## src/rtl/tna_pkg.sv

```systemverilog
// shared constants and payload types for the triangle normal and area block
package tna_pkg;

  // field and datapath widths
  localparam int COORD_BITS     = 16;
  localparam int NORM_FRAC_BITS = 15;
  localparam int NORM_BITS      = NORM_FRAC_BITS + 1;
  localparam int EDGE_BITS      = COORD_BITS + 1;
  localparam int PROD_BITS      = 2 * EDGE_BITS;
  localparam int CROSS_BITS     = PROD_BITS + 1;
  localparam int MAG_BITS       = 2 * COORD_BITS + 1;
  localparam int SQ_BITS        = 2 * MAG_BITS;
  localparam int SUM_BITS       = SQ_BITS + 2;
  localparam int AREA_BITS      = SUM_BITS / 2;
  localparam int REM_BITS       = SUM_BITS + 2 * NORM_FRAC_BITS + 4;

  // pipeline depths
  localparam int FRONT_LAT = 6;
  localparam int LANE_LAT  = (AREA_BITS > NORM_BITS) ? AREA_BITS : NORM_BITS;
  localparam int AREA_PAD  = LANE_LAT - AREA_BITS;
  localparam int NORM_PAD  = LANE_LAT - NORM_BITS;
  localparam int LANES     = 3;

  typedef struct packed {
    logic signed [COORD_BITS-1:0] vertex_a_x;
    logic signed [COORD_BITS-1:0] vertex_a_y;
    logic signed [COORD_BITS-1:0] vertex_a_z;
    logic signed [COORD_BITS-1:0] vertex_b_x;
    logic signed [COORD_BITS-1:0] vertex_b_y;
    logic signed [COORD_BITS-1:0] vertex_b_z;
    logic signed [COORD_BITS-1:0] vertex_c_x;
    logic signed [COORD_BITS-1:0] vertex_c_y;
    logic signed [COORD_BITS-1:0] vertex_c_z;
  } tna_in_t;

  typedef struct packed {
    logic signed [NORM_BITS-1:0] normal_x;
    logic signed [NORM_BITS-1:0] normal_y;
    logic signed [NORM_BITS-1:0] normal_z;
    logic [AREA_BITS-1:0]        twice_area;
    logic                        degenerate;
  } tna_out_t;

  // squared cross components and their sum, handed to the lanes
  typedef struct packed {
    logic [SUM_BITS-1:0]           sum;
    logic [LANES-1:0][SQ_BITS-1:0] sq;
    logic [LANES-1:0]              neg;
    logic                          zero;
  } tna_sq_t;

endpackage

```

## src/rtl/tna_isqrt.sv

```systemverilog
// area lane: pipelined integer square root, one result bit per stage
module tna_isqrt (
  input  logic                           clk,
  input  logic                           en,
  input  logic [tna_pkg::SUM_BITS-1:0]   sum,
  output logic [tna_pkg::AREA_BITS-1:0]  root
);

  localparam int N = tna_pkg::AREA_BITS;

  logic [tna_pkg::SUM_BITS-1:0] x_r [N];
  logic [tna_pkg::SUM_BITS-1:0] r_r [N];
  logic [tna_pkg::AREA_BITS-1:0] res;

  for (genvar k = 0; k < N; k++) begin : g_stage
    localparam int B = N - 1 - k;
    logic [tna_pkg::SUM_BITS-1:0] xi;
    logic [tna_pkg::SUM_BITS-1:0] ri;
    logic [tna_pkg::SUM_BITS-1:0] bitv;
    logic [tna_pkg::SUM_BITS-1:0] trial;

    if (k == 0) begin : g_first
      assign xi = sum;
      assign ri = '0;
    end else begin : g_next
      assign xi = x_r[k-1];
      assign ri = r_r[k-1];
    end

    assign bitv  = tna_pkg::SUM_BITS'(1) << (2 * B);
    assign trial = ri + bitv;

    // trial subtract of the next root bit
    always_ff @(posedge clk) begin
      if (en) begin
        if (xi >= trial) begin
          x_r[k] <= xi - trial;
          r_r[k] <= (ri >> 1) + bitv;
        end else begin
          x_r[k] <= xi;
          r_r[k] <= ri >> 1;
        end
      end
    end
  end

  assign res = r_r[N-1][tna_pkg::AREA_BITS-1:0];

  // align with the normal lanes
  if (tna_pkg::AREA_PAD > 0) begin : g_pad
    logic [tna_pkg::AREA_BITS-1:0] pad_r [tna_pkg::AREA_PAD];
    always_ff @(posedge clk) begin
      if (en) begin
        pad_r[0] <= res;
        for (int i = 1; i < tna_pkg::AREA_PAD; i++) pad_r[i] <= pad_r[i-1];
      end
    end
    assign root = pad_r[tna_pkg::AREA_PAD-1];
  end else begin : g_nopad
    assign root = res;
  end

endmodule

```

## config.mk

```make
export PLATFORM = sky130hd
export DESIGN_NAME = tna_isqrt
export DESIGN_NICKNAME = d
export VERILOG_FILES = /design/src/rtl/tna_pkg.sv /design/src/rtl/tna_isqrt.sv
export SDC_FILE = /design/constraint.sdc
export NUM_CORES = 2
export LEC_CHECK = 0
export BUFFER_PORTS_ARGS = -buffer_cell sky130_fd_sc_hd__buf_2
export CAP_MARGIN = 20
export CORE_MARGIN = 8
export CORE_UTILIZATION = 55
export DETAILED_ROUTE_END_ITERATION = 16
export HOLD_SLACK_MARGIN = 0.03
export PLACE_DENSITY_LB_ADDON = 0.2
export SETUP_SLACK_MARGIN = 0.15
export SYNTH_ARGS = -nofsm -noshare
export SYNTH_HDL_FRONTEND = slang
export SYNTH_MEMORY_MAX_BITS = 65536
export SYNTH_SLANG_ARGS = --single-unit
```

## constraint.sdc

```tcl
create_clock -name clk -period 12.95 [get_ports clk]
set_input_delay 1.9425 -clock clk [delete_from_list [all_inputs] [get_ports clk]]
set_output_delay 1.9425 -clock clk [all_outputs]
set_load 0.05 [all_outputs]
```

Word-level counts from Yosys, hierarchy flattened. Memory sizes are Yosys's and may differ from the RTL's. Cells that the tools add are included.

$add $sub $neg: 100. $lt $le $gt $ge: 34. Multiplexer cells: 272. Bitwise operators: 68.

Operators by type and width (count): two-way mux 68 bit (68); >= comparator 68 bit (33); subtractor 68 bit (33); two-way mux 1 bit (204); adder 67 x 1 -> 68 bit, second input constant (1); adder 67 x 11 -> 68 bit, second input constant (1); adder 67 x 13 -> 68 bit, second input constant (1); adder 67 x 15 -> 68 bit, second input constant (1); adder 67 x 17 -> 68 bit, second input constant (1); adder 67 x 19 -> 68 bit, second input constant (1); adder 67 x 21 -> 68 bit, second input constant (1); adder 67 x 23 -> 68 bit, second input constant (1); adder 67 x 25 -> 68 bit, second input constant (1); adder 67 x 27 -> 68 bit, second input constant (1); adder 67 x 29 -> 68 bit, second input constant (1); adder 67 x 3 -> 68 bit, second input constant (1); adder 67 x 31 -> 68 bit, second input constant (1); adder 67 x 33 -> 68 bit, second input constant (1); adder 67 x 35 -> 68 bit, second input constant (1); adder 67 x 37 -> 68 bit, second input constant (1); adder 67 x 39 -> 68 bit, second input constant (1); adder 67 x 41 -> 68 bit, second input constant (1); adder 67 x 43 -> 68 bit, second input constant (1); adder 67 x 45 -> 68 bit, second input constant (1); 49 further kinds (116).

Flip-flop bits (word level): 0. Memory bits (writable): 4624. Bits of input ports: 70. Output and inout port bits: 34. Word-level logic and storage cells: 476. Memories kept: 2.

Memories: r_r (words 34, bits a word 68, rd ports 34, clocked after memory_dff 0, wr ports 34, line tna_isqrt.sv:12) `logic [tna_pkg::SUM_BITS-1:0] r_r [N];`; x_r (words 34, bits a word 68, rd ports 33, clocked after memory_dff 0, wr ports 34, line tna_isqrt.sv:11) `logic [tna_pkg::SUM_BITS-1:0] x_r [N];`.

Depth between registers and ports, before layout. An unclocked memory read counts as a cell.

Word-level depth: 7. Gate-level depth with buffers: 16. Depth with buffers taken out: 12.

Worst setup path before layout. Ideal clock, no wire load.

Path type: in2reg. Start: input en. End: memory r_r[16][10] in the netlist's numbering (enable). Library setup time: 0.496 ns. Arrival time: 5.263 ns. Data required time: 12.454 ns. Setup slack: 7.191 ns. Cell stages on the path: 3. Buffers on the path: 3. Path through: clkbuf_1 > clkbuf_1 > clkbuf_1.

RTL lines: start, declared (line tna_isqrt.sv:4) `input logic en,`; end, declared (line tna_isqrt.sv:12).

==> impl_metrics.sql <==
INSERT INTO impl_metrics (metric_group, metric, value, unit) VALUES
('outcome', 'outcome', 'finished clean', ''),
('synthesis', 'yosys.area.top_type_share', '0.6228', ''),
('finish', 'drive_gt1_frac', '0.06954', ''),
('sta', 'setup_tns_after_final_layout', '0', 'ps'),
('finish', 'area_delta_synth_final', '10.48', '%'),
('synthesis', 'synth_top_flop_cell', 'edfxtp_1', ''),
('floorplan', 'ios', '104', ''),
('run', 'cap_viol_max_count', '0', ''),
('synthesis', 'avgSynthCellArea', '12.48', 'µm²'),
('floorplan', 'initial_core_util', '0.5520', ''),
('global_route', 'largest_net_degree_at_the_start_of_global_routing', '202', ''),
('synthesis', 'cell_area_synth', '136900', 'µm²'),
('cts', 'cts_made_buffers', '315', ''),
('finish', 'utilization', '0.6098', ''),
('worst_setup_path', 'worstPathRequired', '13650', 'ps'),
('worst_setup_path', 'setup.worst_path.start', 'x_r[15][81]', ''),
('floorplan', 'die_y', '514.9', 'µm'),
('cts', 'cts_tree', 'done', ''),
('cts', 'insertion_delay', '970', 'ps'),
('sta', 'setup_viol', '0', ''),
('route', 'drt_iter0_markers', '9975', ''),
('pwr', 'max-vdd-ir-drop', '0.1768', 'mV'),
('sta', 'max_clock_freq', '178.7', 'MHz'),
('cts', 'postCtsHoldBufs', '0', ''),
('sta', 'timing.clock.skew', '115.5', 'ps'),
('cts', 'post_cts_buffers', '0', ''),
('sta', 'rsz0062_at_grt', 'no', ''),
('floorplan', 'die-width', '514.9', 'µm'),
('global_route', 'grt_pass1_vias', '85150', ''),
('global_route', 'number_of_antenna_violations_at_the_first_check_in_global_routing', '15', ''),
('route', 'post_drt_wl_per_cell', '23.66', 'µm'),
('pwr', 'power-per-cell-area', '181.7', 'nW/µm²'),
('worst_setup_path', 'worstSetupEndpointType', 'flip-flop', ''),
('synthesis', 'fraction_of_the_yosys_area_taken_by_sequential_cells', '0.6228', ''),
('cts', 'cts.path.max_buffers', '4', ''),
('route', 'dr.pass1.iters', '6', ''),
('placed_design', 'pre_cts_ws', '6558', 'ps'),
('finish', 'fillCellCount', '19160', ''),
('route', 'drc_violations_left', '0', ''),
('worst_setup_path', 'cell_by_cell_listing_of_the_critical_path', 'ha_1, nand4_1, nor3_2, o311ai_0, a2111oi_2, o21ai_0, a31oi_1, o211ai_1, nor2_1, nand3b_1, xnor2_1', ''),
('placed_design', 'buffer_ports.inserted', '103', ''),
('pwr', 'static-leakage-power', '56.53', 'nW'),
('finish', 'most_common_cell_after_layout_fill_and_taps_aside', 'edfxtp_1', ''),
('route', 'wl_met3', '31360', 'µm'),
('route', 'detail-route-antenna-nets', '0', ''),
('placed_design', 'globalplace.congestion', '0.9683', ''),
('route', 'routed_wl', '349400', 'µm'),
('synthesis', 'synthesis.nets', '11670', ''),
('synthesis', 'synth_seq_cells', '2839', ''),
('worst_setup_path', 'cp_max_fo', '6', ''),
('sta', 'max-slew-margin-rel', '0.1683', ''),
('synthesis', 'synth-warning-count', '0', ''),
('route', 'route.top_layer_used', 'met5', ''),
('cts', 'cts.repair.resized', '0', ''),
('sta', 'max_slew.worst_pin.slew', '1238', 'ps'),
('worst_setup_path', 'timing.rr.start', 'x_r[15][81]', ''),
('sta', 'maxSlewViolCount', '0', ''),
('finish', 'layout_common_cells', 'edfxtp_1 (2839), nand2_1 (848), inv_1 (760)', ''),
('floorplan', 'floorplan.die_area', '265100', 'µm²'),
('floorplan', 'fp-row-count', '183', ''),
('sta', 'final_hold_viol_count', '0', ''),
('synthesis', 'synth_top_cells_by_area', 'edfxtp_1 (62%), ha_1 (5.7%), xor2_1 (3.3%)', ''),
('cts', 'cts_root_buffer', 'clkbuf_16', ''),
('sta', 'period_share', '0.4320', ''),
('cts', 'cts_htree_levels', '5', ''),
('worst_setup_path', 'cpPeakStageDelay', '1030', 'ps'),
('synthesis', 'synth_cells', '10970', ''),
('cts', 'clk_transition_reported_paths', '60', 'ps'),
('global_route', 'gr-usage-all-layers', '0.2563', ''),
('floorplan', 'fp.coreArea', '248000', 'µm²'),
('synthesis', 'synth.largest_area_cell', 'edfxtp_1', '');
## state kept, by name, indices dropped and copies added (netlist names)
name / flops
x_r: 2244
r_r: 595
## per-stage QoR
step	power [mW]	cells	cell area [µm²]	hold WS [ps]
after CTS	27.47	14760	151100	390.6
after global routing	28.64	14760	151200	406.5
final	27.47	14770	151200	409.7
after floorplan	16.83	10970	136900	416.6
after detailed placement	18.80	14220	141300	432.1
after global placement	18.70	14210	141300	423.0
## area by class of cell
class,instances,area [µm²],share of cell area
sequential,2839,85250,0.5638
tap,3330,4167,0.02755
clock inverter,177,1702,0.01125
multi-input combinational,7101,47820,0.3163
clock buffer,367,8163,0.05398
timing repair buffer,188,1245,0.008233
inverter,761,2856,0.01889
antenna,4,10.01,0.00006619
## report_power, final
| part | switching (mW) | total (mW) | internal, mW |
|---|---|---|---|
| logic | 3.69 | 6.06 | 2.37 |
| registers | 1.07 | 12.8 | 11.7 |
| clock network | 3.54 | 8.63 | 5.09 |
| total | 8.30 | 27.5 | 19.2 |
## synthesized netlist by cell type (14+ instances only)
library cell  count
a2111oi_0        17
a211o_1          25
a211oi_1         48
a21boi_0         22
a21o_1          320
a21oi_1         562
a221oi_1         18
a311oi_1         14
a31oi_1          59
and2_1           30
and3_1           54
and4_1           22
buf_2            26
clkbuf_1        231
edfxtp_1       2839
ha_1            626
inv_1           761
mux2_2           64
mux2i_1          14
nand2_1         848
nand2b_1        123
nand3_1         141
nand3b_1         26
nand4_1         176
nand4b_1         24
nor2_1          611
nor2b_1          78
nor3_1          320
nor3b_1          22
nor4_1          404
nor4b_1          63
o211ai_1         43
o21a_1           87
o21ai_0         624
o21ai_1          14
o21bai_1         53
o31ai_1          46
or2_2            48
or3_1           123
or4_1            91
xnor2_1         493
xor2_1          518
## worst max-delay path, delay by kind of cell (launching register included)
| kind | cells | cell delay (ps) |
|---|---|---|
| fa+ha+maj | 1 | 420 |
| xor+xnor | 1 | 150 |
| flops | 1 | 400 |
| simple gates | 4 | 1510 |
| compound gates | 5 | 2920 |
## path summary, 6_finish.rpt
| check | endpoint | slack, ps | cells past startpoint |
|---|---|---|---|
| hold reg to reg | x_r[5][70] | 410 | 0 |
| setup reg to reg | x_r[16][51] | 7360 | 11 |
| hold / removal | x_r[5][70] | 410 | 0 |
| setup / recovery | x_r[16][51] | 7360 | 11 |
## per-layer routing
layer  vias up  global-route usage
met1     43600              0.3761
met3       597             0.05596
met2      3444              0.3849
met4         4             0.07806
li1      41580                   -
met5         -                   0
## logic make-up after synthesis
logic type               Yosys count  synth area share
AO/OA/AOI/OAI                   2116           0.09649
buffers and inverters           1031           0.02864
adder cells (fa/ha/maj)          626           0.05722
AND/OR/NAND/NOR                 3262            0.1232
XOR/XNOR                        1011           0.06469
multiplexers                      86          0.006947
flip-flops                      2839            0.6228
No activity file was read; power rests on OpenSTA's default activity.
